**config.mk**
```make
export PLATFORM = sky130hd
export DESIGN_NAME = multi_slot_periodic_timer
export DESIGN_NICKNAME = d
export VERILOG_FILES = /design/src/rtl/mspt_pkg.sv /design/src/rtl/mspt_ram.sv /design/src/rtl/multi_slot_periodic_timer.sv
export SDC_FILE = /design/constraint.sdc
export NUM_CORES = 2
export LEC_CHECK = 0
export BUFFER_PORTS_ARGS = -buffer_cell sky130_fd_sc_hd__buf_2
export CORE_MARGIN = 3
export CORE_UTILIZATION = 60
export DETAILED_ROUTE_END_ITERATION = 16
export GPL_ROUTABILITY_DRIVEN = 0
export PLACE_DENSITY = 0.85
export SYNTH_ARGS = -nofsm -noshare
export SYNTH_HDL_FRONTEND = slang
export SYNTH_SLANG_ARGS = --single-unit
```
**constraint.sdc**
```tcl
create_clock -name clock -period 15.9 [get_ports clock]
set_input_delay 1.59 -clock clock [delete_from_list [all_inputs] [get_ports clock]]
set_output_delay 1.59 -clock clock [all_outputs]
set_load 0.02 [all_outputs]
```
**src/rtl/mspt_pkg.sv**
```systemverilog
// types, codes and defaults shared by the multi-slot periodic timer
package mspt_pkg;

   localparam int SLOTS_DEFAULT = 16;

   localparam logic [1:0] CMD_TICK     = 2'd0;
   localparam logic [1:0] CMD_REGISTER = 2'd1;
   localparam logic [1:0] CMD_CANCEL   = 2'd2;

   localparam logic [1:0] KIND_ACCEPT = 2'd0;
   localparam logic [1:0] KIND_REJECT = 2'd1;
   localparam logic [1:0] KIND_FIRE   = 2'd2;
   localparam logic [1:0] KIND_TICK   = 2'd3;

   typedef struct packed {
      logic [1:0]  command;
      logic [3:0]  slot;
      logic [31:0] period;
      logic        one_shot;
      logic [31:0] user_tag;
   } req_type;

   typedef struct packed {
      logic [1:0]  kind;
      logic [3:0]  fired_slot;
      logic [31:0] fired_tag;
      logic        fired_one_shot;
      logic [63:0] time_now;
      logic        last;
   } rsp_type;

   typedef struct packed {
      logic        once;
      logic [31:0] period;
      logic [31:0] age;
      logic [31:0] tag;
   } entry_type;

endpackage

```
**src/rtl/mspt_ram.sv**
```systemverilog
// generic simple dual-port ram with registered read
module mspt_ram #(
   parameter int WIDTH = 8,
   parameter int DEPTH = 16
) (
   input  logic                                    clock,
   input  logic                                    wr_en,
   input  logic [(DEPTH > 1 ? $clog2(DEPTH) : 1)-1:0] wr_addr,
   input  logic [WIDTH-1:0]                        wr_data,
   input  logic [(DEPTH > 1 ? $clog2(DEPTH) : 1)-1:0] rd_addr,
   output logic [WIDTH-1:0]                        rd_data
);

   logic [WIDTH-1:0] mem_ff [DEPTH];
   logic [WIDTH-1:0] rd_data_ff;

   always_ff @(posedge clock) begin
      if (wr_en) begin
         mem_ff[wr_addr] <= wr_data;
      end
      rd_data_ff <= mem_ff[rd_addr];
   end

   assign rd_data = rd_data_ff;

endmodule

```
**src/rtl/multi_slot_periodic_timer.sv**
```systemverilog
// bank of periodic and one-shot timer slots driven by command items
//
// req channel (valid/ready) carries one command item: tick, register or cancel.
// rsp channel (valid/ready) returns result items from a single output register.
// register and cancel give one result, presented the cycle after acceptance.
// a tick increments the 64-bit time count, then scans the slots one per cycle
// through the slot ram (registered read, age written back as the scan
// moves on), giving a fire item for each due slot in slot order, then a
// tick-done item with last set. the single ram read port visits one slot per
// cycle while no fire item waits on a stalled receiver.
// one command is in progress at a time; req_ready is high only between
// commands while the output register is free or being emptied.
// when the receiver stalls with a fire item pending, the scan holds on the
// current slot until the output register frees.
// reset clears the armed flags, the time count and the output valid flag; slot
// settings in the ram are only read for armed slots, so need no clearing.
module multi_slot_periodic_timer
   import mspt_pkg::*;
#(
   parameter int SLOTS = SLOTS_DEFAULT
) (
   input  logic    clock,
   input  logic    reset,
   input  logic    req_valid,
   output logic    req_ready,
   input  req_type req_item,
   output logic    rsp_valid,
   input  logic    rsp_ready,
   output rsp_type rsp_item
);

   localparam int IW = SLOTS > 1 ? $clog2(SLOTS) : 1;
   localparam logic [IW-1:0] LAST_IDX = IW'(SLOTS - 1);

   localparam logic [1:0] ST_IDLE = 2'd0;
   localparam logic [1:0] ST_SCAN = 2'd1;
   localparam logic [1:0] ST_DONE = 2'd2;

   logic [1:0]       state_ff, state_in;
   logic [IW-1:0]    idx_ff, idx_in;
   logic [63:0]      now_ff, now_in;
   logic [SLOTS-1:0] armed_ff, armed_in;
   logic             rsp_valid_ff, rsp_valid_in;
   rsp_type          rsp_ff, rsp_in;

   logic             rsp_load;
   logic             rsp_free;
   logic             wr_en;
   logic [IW-1:0]    wr_addr;
   entry_type        wr_data;
   logic [IW-1:0]    rd_addr;
   logic [$bits(entry_type)-1:0] rd_raw;
   entry_type        rd_entry;
   logic [31:0]      age_inc;
   logic             due;
   logic             advance;
   logic [IW-1:0]    slot_addr;
   logic             slot_ok;

   mspt_ram #(
      .WIDTH($bits(entry_type)),
      .DEPTH(SLOTS)
   ) u_slot_ram (
      .clock  (clock),
      .wr_en  (wr_en),
      .wr_addr(wr_addr),
      .wr_data(wr_data),
      .rd_addr(rd_addr),
      .rd_data(rd_raw)
   );

   assign rd_entry  = entry_type'(rd_raw);
   assign age_inc   = rd_entry.age + 32'd1;
   assign due       = armed_ff[idx_ff] && (age_inc >= rd_entry.period);
   assign rsp_free  = !rsp_valid_ff || rsp_ready;
   assign advance   = !due || rsp_free;
   assign slot_addr = IW'(req_item.slot);
   assign slot_ok   = 32'(req_item.slot) < SLOTS;

   always_comb begin
      state_in  = state_ff;
      idx_in    = idx_ff;
      now_in    = now_ff;
      armed_in  = armed_ff;
      rsp_load  = 1'b0;
      rsp_in    = rsp_ff;
      wr_en     = 1'b0;
      wr_addr   = idx_ff;
      wr_data   = rd_entry;
      rd_addr   = idx_ff;
      req_ready = 1'b0;

      case (state_ff)
         ST_IDLE: begin
            req_ready = rsp_free;
            if (req_valid && rsp_free) begin
               rsp_in.kind           = KIND_REJECT;
               rsp_in.fired_slot     = req_item.slot;
               rsp_in.fired_tag      = 32'd0;
               rsp_in.fired_one_shot = 1'b0;
               rsp_in.time_now       = now_ff;
               rsp_in.last           = 1'b1;
               unique case (req_item.command)
                  CMD_TICK: begin
                     now_in   = now_ff + 64'd1;
                     idx_in   = '0;
                     state_in = ST_SCAN;
                  end
                  CMD_REGISTER: begin
                     rsp_load = 1'b1;
                     if (slot_ok && req_item.period != 32'd0) begin
                        armed_in[slot_addr] = 1'b1;
                        wr_en          = 1'b1;
                        wr_addr        = slot_addr;
                        wr_data.once   = req_item.one_shot;
                        wr_data.period = req_item.period;
                        wr_data.age    = 32'd0;
                        wr_data.tag    = req_item.user_tag;
                        rsp_in.kind    = KIND_ACCEPT;
                     end
                  end
                  CMD_CANCEL: begin
                     rsp_load = 1'b1;
                     if (slot_ok) begin
                        armed_in[slot_addr] = 1'b0;
                        rsp_in.kind = KIND_ACCEPT;
                     end
                  end
                  default: begin
                     rsp_load = 1'b1;
                  end
               endcase
            end
         end
         ST_SCAN: begin
            if (advance) begin
               if (armed_ff[idx_ff]) begin
                  wr_en       = 1'b1;
                  wr_data.age = due ? 32'd0 : age_inc;
               end
               if (due) begin
                  rsp_load              = 1'b1;
                  rsp_in.kind           = KIND_FIRE;
                  rsp_in.fired_slot     = 4'(idx_ff);
                  rsp_in.fired_tag      = rd_entry.tag;
                  rsp_in.fired_one_shot = rd_entry.once;
                  rsp_in.time_now       = now_ff;
                  rsp_in.last           = 1'b0;
                  if (rd_entry.once) begin
                     armed_in[idx_ff] = 1'b0;
                  end
               end
               if (idx_ff == LAST_IDX) begin
                  idx_in   = '0;
                  rd_addr  = '0;
                  state_in = ST_DONE;
               end else begin
                  idx_in  = IW'(idx_ff + 1'b1);
                  rd_addr = IW'(idx_ff + 1'b1);
               end
            end
         end
         ST_DONE: begin
            if (rsp_free) begin
               rsp_load              = 1'b1;
               rsp_in.kind           = KIND_TICK;
               rsp_in.fired_slot     = 4'd0;
               rsp_in.fired_tag      = 32'd0;
               rsp_in.fired_one_shot = 1'b0;
               rsp_in.time_now       = now_ff;
               rsp_in.last           = 1'b1;
               state_in              = ST_IDLE;
            end
         end
         default: begin
            state_in = ST_IDLE;
            idx_in   = '0;
         end
      endcase
   end

   assign rsp_valid_in = rsp_load || (rsp_valid_ff && !rsp_ready);

   always_ff @(posedge clock) begin
      if (reset) begin
         state_ff     <= ST_IDLE;
         idx_ff       <= '0;
         now_ff       <= 64'd0;
         armed_ff     <= '0;
         rsp_valid_ff <= 1'b0;
      end else begin
         state_ff     <= state_in;
         idx_ff       <= idx_in;
         now_ff       <= now_in;
         armed_ff     <= armed_in;
         rsp_valid_ff <= rsp_valid_in;
      end
   end

   always_ff @(posedge clock) begin
      if (rsp_load) begin
         rsp_ff <= rsp_in;
      end
   end

   assign rsp_valid = rsp_valid_ff;
   assign rsp_item  = rsp_ff;

   a_tick_increments: assert property (@(posedge clock) disable iff (reset)
      (req_valid && req_ready && req_item.command == CMD_TICK)
      |=> (now_ff == $past(now_ff) + 64'd1))
      else $error("time count did not advance on tick");

   a_time_only_on_tick: assert property (@(posedge clock) disable iff (reset)
      !(req_valid && req_ready && req_item.command == CMD_TICK) |=> $stable(now_ff))
      else $error("time count moved without a tick");

   a_scan_never_arms: assert property (@(posedge clock) disable iff (reset)
      (state_ff != ST_IDLE) |=> ((armed_ff & ~$past(armed_ff)) == '0))
      else $error("slot armed during tick scan");

   a_fire_not_last: assert property (@(posedge clock) disable iff (reset)
      (rsp_load && state_ff == ST_SCAN) |=> (!rsp_ff.last && rsp_ff.kind == KIND_FIRE))
      else $error("fire item loaded with wrong kind or last flag");

endmodule
```
Yosys cells after proc, flatten, opt, wreduce, memory -nomap -nowiden --
Memory sizes are Yosys's and may differ from the RTL's. A register that Yosys moved wholly into a read port is not among the register bits. Cells that the tools add are included.
Storage, ports and cells: bits in registers 191, latch bits 0, bits in writable memories 1552, ROM bits 0, input port bits 75, output and inout bits 106, word-level logic and storage cells 121, memories kept 1
Memory list:
- u_slot_ram.mem_ff | depth 16, width 97, read ports 1, clocked after memory_dff 1, wr ports 1, line mspt_ram.sv:14 | logic [WIDTH-1:0] mem_ff [DEPTH];
Operators by class: add/sub/neg operators 3, multipliers 0, divide/modulo/power cells 0, $lt $le $gt $ge 5, equality and inequality tests 14, shift-type cells 0, multiplexer cells 60, bitwise gates (word level) 6, reductions and logical operators 21
Operators with widths (count):
- $mux W104 | 4
- $pmux W104 S3 | 1
- $mux W97 | 3
- $mux W32 | 4
- $mux W16 | 5
- $add A64 B1 Y64 const B | 1
- $pmux W16 S2 | 2
- $pmux W32 S2 | 1
- $mux W4 | 9
- $mux W33 | 1
- $add A32 B1 Y32 const B | 1
- $and A16 B16 Y16 | 2
- $ge A32 B32 Y1 | 1
- $not A16 Y16 | 2
- $reduce_bool A32 Y1 | 1
- $mux W1 | 17
- $or A16 B16 Y16 | 1
- $pmux W4 S3 | 1
- $lt A4 B5 Y1 const B | 2
- $mux W2 | 5
- $ne A2 B2 Y1 const B | 5
- $demux W1 S4 | 2
- $ge A4 B1 Y1 const B | 2
- $reduce_and A7 Y1 | 1
- other kinds (21) | 35

Logic depth before layout (Yosys ltp) --
word-level depth 10, mapped depth 21, gate-level depth less buffers 17

Cells and area by module --
Synthesis repeated with hierarchy kept, for this count alone.
Second synthesis, totals: cells, all modules 3620, area, all modules 70630.2 sq um
By module, submodules not included:
- mspt_ram | times used 1, cells each 2484, area an instance 59869.9 sq um, seq. area each 48546.6 sq um
- multi_slot_periodic_timer | times used 1, cells each 1136, area an instance 10760.3 sq um, seq. area each 4864.7 sq um

Worst setup path before layout --
OpenSTA, ideal clock, no wires.
kind register -> register, start register u_slot_ram.rd_data_ff[34] (netlist: u_slot_ram.rd_data[34]), read port of u_slot_ram.mem_ff, end register rsp_ff (netlist bit rsp_item[0]), enable pin, library setup time 0.695 ns, arrival 10.739 ns, required time 15.205 ns, slack 4.465 ns, cell stages (with the launch flop) 16, buffers on the path 1, clock period less this slack 11.435 ns, cells stage by stage dfxtp_1 > and3_1 > and3_1 > clkbuf_1 > and3_1 > nand4_1 > nor2_1 > nand4_1 > xnor2_1 > ha_1 > nand4_1 > or4_1 > a311oi_4 > o211ai_1 > o21a_1 > nor3_1
Between the ends: word-level cells in the longest chain between the ends 8, elaborated cells between the ends (all ways) 11, classes of those cells add/sub (1); order compare (1); eq/ne (2); mux (3); reduce/logical (4)
Ends and longest elaborated chain:
- start, declared | line mspt_ram.sv:15 | logic [WIDTH-1:0] rd_data_ff;
- $add A32 B1 Y32 * | line multi_slot_periodic_timer.sv:73 | assign age_inc = rd_entry.age + 32'd1;
- $ge A32 B32 Y1 * | line multi_slot_periodic_timer.sv:74 | assign due = armed_ff[idx_ff] && (age_inc >= rd_entry.period);
- $logic_and A1 B1 Y1 * | line multi_slot_periodic_timer.sv:74
- $logic_not A1 Y1 | line multi_slot_periodic_timer.sv:76 | assign advance = !due || rsp_free;
- $logic_or A1 B1 Y1 | line multi_slot_periodic_timer.sv:76
- $mux W1 | line multi_slot_periodic_timer.sv:136 | if (advance) begin
- $pmux W1 S3 | line multi_slot_periodic_timer.sv:93 | case (state_ff)
- $reduce_and A6 Y1 (no line) *
- end signal, assigned | line multi_slot_periodic_timer.sv:202 | rsp_ff <= rsp_in;
- end, declared | line multi_slot_periodic_timer.sv:44 | rsp_type rsp_ff, rsp_in;
Every way passes the cells marked *; elsewhere a longest branch is shown, timed or not. A chain may end at the register's enable or synchronous reset.

Final worst setup path --
start register u_slot_ram.rd_data_ff[34] (netlist: u_slot_ram.rd_data[34]), read port of u_slot_ram.mem_ff, end register u_slot_ram.rd_data_ff[86] (netlist: u_slot_ram.rd_data[86]), read port of u_slot_ram.mem_ff
Between the ends: word-level cells in the longest chain between the ends 7
Ends and longest elaborated chain (line):
- $add A32 B1 Y32 | multi_slot_periodic_timer.sv:73
- $ge A32 B32 Y1 | multi_slot_periodic_timer.sv:74
- $logic_and A1 B1 Y1 | multi_slot_periodic_timer.sv:74
- $logic_not A1 Y1 | multi_slot_periodic_timer.sv:76
- $logic_or A1 B1 Y1 | multi_slot_periodic_timer.sv:76
- $mux W4 | multi_slot_periodic_timer.sv:136
- $mux W4 | multi_slot_periodic_timer.sv:93
No other way between the ends.

==> results.yml <==
route:
  route.detailed.wl_per_inst_um: 27.9
  vias_per_cell: 6.75
  dr.pass1.iters: 8
  ant_nets: 0
  drcViolationCount: 0
  routed_wl_um: 180000
  drt_iter0_markers: 6218
  vias: 43500
synth:
  synth_edf_count: 1656
  synthFlopType: "edfxtp_1"
  ys_types: 61
  syn_area_um2: 71600
  synth.net_count: 4686
  synth_top_cell_by_area: "edfxtp_1"
  syn_avg_cell_area_um2: 15.7
  async_flop_share: 0
  ys_seq_area_frac: 0.746
  yosys_warnings: 0
  synth_top_area_frac: 0.695
  syn_inst: 4568
  ys_top_cells_by_area: "edfxtp_1 (69%), mux2i_1 (8.2%), dfxtp_1 (5.1%)"
  ys_seq_elements: 1840
critical_path:
  r2r_start: "u_slot_ram.rd_data[34]"
  startpoint: "u_slot_ram.rd_data[34]"
  cp_slowest_stage_delay_ps: 990
  cp-end-kind: "flip-flop"
  cp_data_required_time_ps: 16550
  crit_family: "simple AND/OR/NAND/NOR gates"
  cp_max_fo: 161
  path_cells: "and3_1 > and3_1 > and3_1 > nand4_1 > nor2_1 > nand4_1 > xnor2_1 > ha_1 > nand4_1 > nor2_1 > a221oi_1 > o211ai_2 > o31ai_4 > mux2i_4 > buf_12 > buf_4 > buf_4 > mux2i_1 > o22ai_1 > or4_1"
  cp_slowest_cell: "buf_4"
  critical_path_arrival_ps: 9350
  path_buf_inv: 3
  worstSetupPathType: "reg2reg"
  worstSetupStartpointType: "flip-flop"
die:
  die_area_um2: 123000
  core.rowCount: 126
  die-height_um: 351
  ios: 181
  die_x_um: 351
  core-area_um2: 118000
  initial_core_util: 0.605
place:
  post-dp-hpwl_um: 88200
  io_buffer_count: 180
  dp_cells: 6119
grt:
  grt_pass1_wl_um: 264000
  grt_max_degree: 176
  grt_overflow_total: 0
  grt_pass1_vias: 43000
  grt_use_total: 0.286
  antenna_found_initial: 3
power:
  power_density_nw_per_um2: 168
  ir_drop_mv: 0.255
  p_leak_nw: 30.2
finish:
  fillers: 7063
  final_cells: 6444
  final_core_util: 0.679
  final_layout_size_suffix_gt1_frac: 0.125
  finalNetCount: 4875
  syn_to_final_growth_pct: 12.1
timing:
  setup-tns-final_ps: 0
  rsz0062_at_grt: "no"
  max_clock_freq_ghz: 0.115
  hold_viol_final: 0
  relSlewSlack: 0.202
  worstMarginPinSlew_ps: 1200
  finalCritPeriodShare: 0.547
  setup_viol: 0
  skew_ps: 47.1
  finalCriticalPeriod_ps: 8700
  slew_viol_final: 0
clock_network:
  post_cts_buffers: 0
  clkSlewWorstSetupHoldPaths_ps: 60
  cts_tree: "done"
  cts_buffers: 171
  htreeDepth: 4
  ctsHoldBuffers: 0
  numClockSinks: 1840
  clk_latency_ps: 800
  cts-root-buf: "clkbuf_16"
  cts_resized: 0
  clock_path_buffers: 3
run_status:
  status: "finished clean"
job:
  max_cap_violations: 0
worst_hold_path:
  hold_path_class: "reg2reg"
  hp-start: "now_ff[63]"
-- metrics by stage --
stage / power, mW / setup slack, ps / cell area, um^2 / hold WS, ps
finish: 13.5 / 7200 / 80300 / 463
global route: 13.9 / 6950 / 80300 / 483
CTS: 13.5 / 7510 / 80200 / 463
detailed placement: 9.20 / 7570 / 74300 / 448
global placement: 9.07 / 7930 / 74300 / 444
floorplan: 8.27 / 4470 / 71600 / 422
-- registers in the layout, summed over array words and instances, names as in the netlist, named ones only --
name,count
rsp_valid,1
state_ff,2
u_slot_ram.rd_data,97
rsp_item,104
now_ff,64
u_slot_ram.mem_ff,1552
idx_ff,4
-- cell usage in the layout, fill, tap and decap left out, types with 27 or more instances in the layout --
cell       instances
and3_1            62
nand2_1          427
dfxtp_1          184
a221oi_1         196
clkbuf_16        173
xnor2_1           35
or4_1            101
clkbuf_8          27
o22ai_1          196
buf_4            105
nand3_1           75
clkinv_2          30
mux2i_1          585
edfxtp_1        1656
clkbuf_1          33
buf_2            181
inv_1             50
nor2_1           112
o21ai_0           74
a21oi_1          243
xor2_1            50
ha_1              42
-- worst paths after layout --
kind | to | slack, ps | cells past startpoint
max | u_slot_ram.rd_data[86] | 7200 | 20
min reg2reg | rsp_item[64] | 460 | 0
max reg2reg | u_slot_ram.rd_data[86] | 7200 | 20
min | rsp_item[64] | 460 | 0
-- logic make-up (layout without fill, tap and decap cells) --
| group | count (synthesis) | after routing | synth area share |
|---|---|---|---|
| flip-flops | 1840 | 1840 | 0.746 |
| AO/OA/AOI/OAI | 781 | 781 | 0.0721 |
| AND/OR/NAND/NOR | 899 | 899 | 0.0596 |
| multiplexers | 592 | 592 | 0.0835 |
| buffers and inverters | 328 | 664 | 0.0207 |
| other | 0 | 4 | 0 |
| XOR/XNOR | 85 | 85 | 0.0104 |
| adder cells (fa/ha/maj) | 43 | 43 | 0.00752 |
-- power breakdown --
group / internal, mW / total [mW] / switching, mW / leakage, nW
Clock: 2.48 / 4.28 / 1.81 / 2.93
Combinational: 0.863 / 2.93 / 2.06 / 10.8
Sequential: 6.16 / 6.31 / 0.149 / 16.5
Total: 9.51 / 13.5 / 4.02 / 30.2
-- synth_stat cells, drive strengths merged (5+ instances only) --
cell type     n
a21oi       245
a221oi      196
a22oi         5
a32o         17
and2         13
and3         62
and4          6
buf         115
clkbuf      161
dfxtp       184
edfxtp     1656
ha           43
inv          50
mux2i       587
nand2       427
nand2b       13
nand3        75
nand4        18
nor2        129
nor2b         6
nor3         21
nor4         14
o21ai        82
o22ai       197
o31ai         9
or3           9
or4         102
xnor2        35
xor2         50
-- layout make-up --
cell class / instances / area [um^2] / share of cell area
Timing Repair Buffer: 292 / 1810 / 0.0226
Clock buffer: 233 / 4820 / 0.0601
Tap cell: 1536 / 1920 / 0.0239
Clock inverter: 87 / 1160 / 0.0144
Sequential cell: 1840 / 53400 / 0.665
Multi-Input combinational cell: 2400 / 16900 / 0.211
Inverter: 52 / 195 / 0.00243
Antenna cell: 4 / 10.0 / 0.000125
-- per-layer routing --
metal,wire (um),up-vias,GRT usage
met1,63700,21200,0.373
met2,87000,3441,0.466
met4,8000,4,0.138
met3,21100,595,0.0571
met5,34,-,0
li1,-,18200,-
Power figures use the tool's default switching activity.
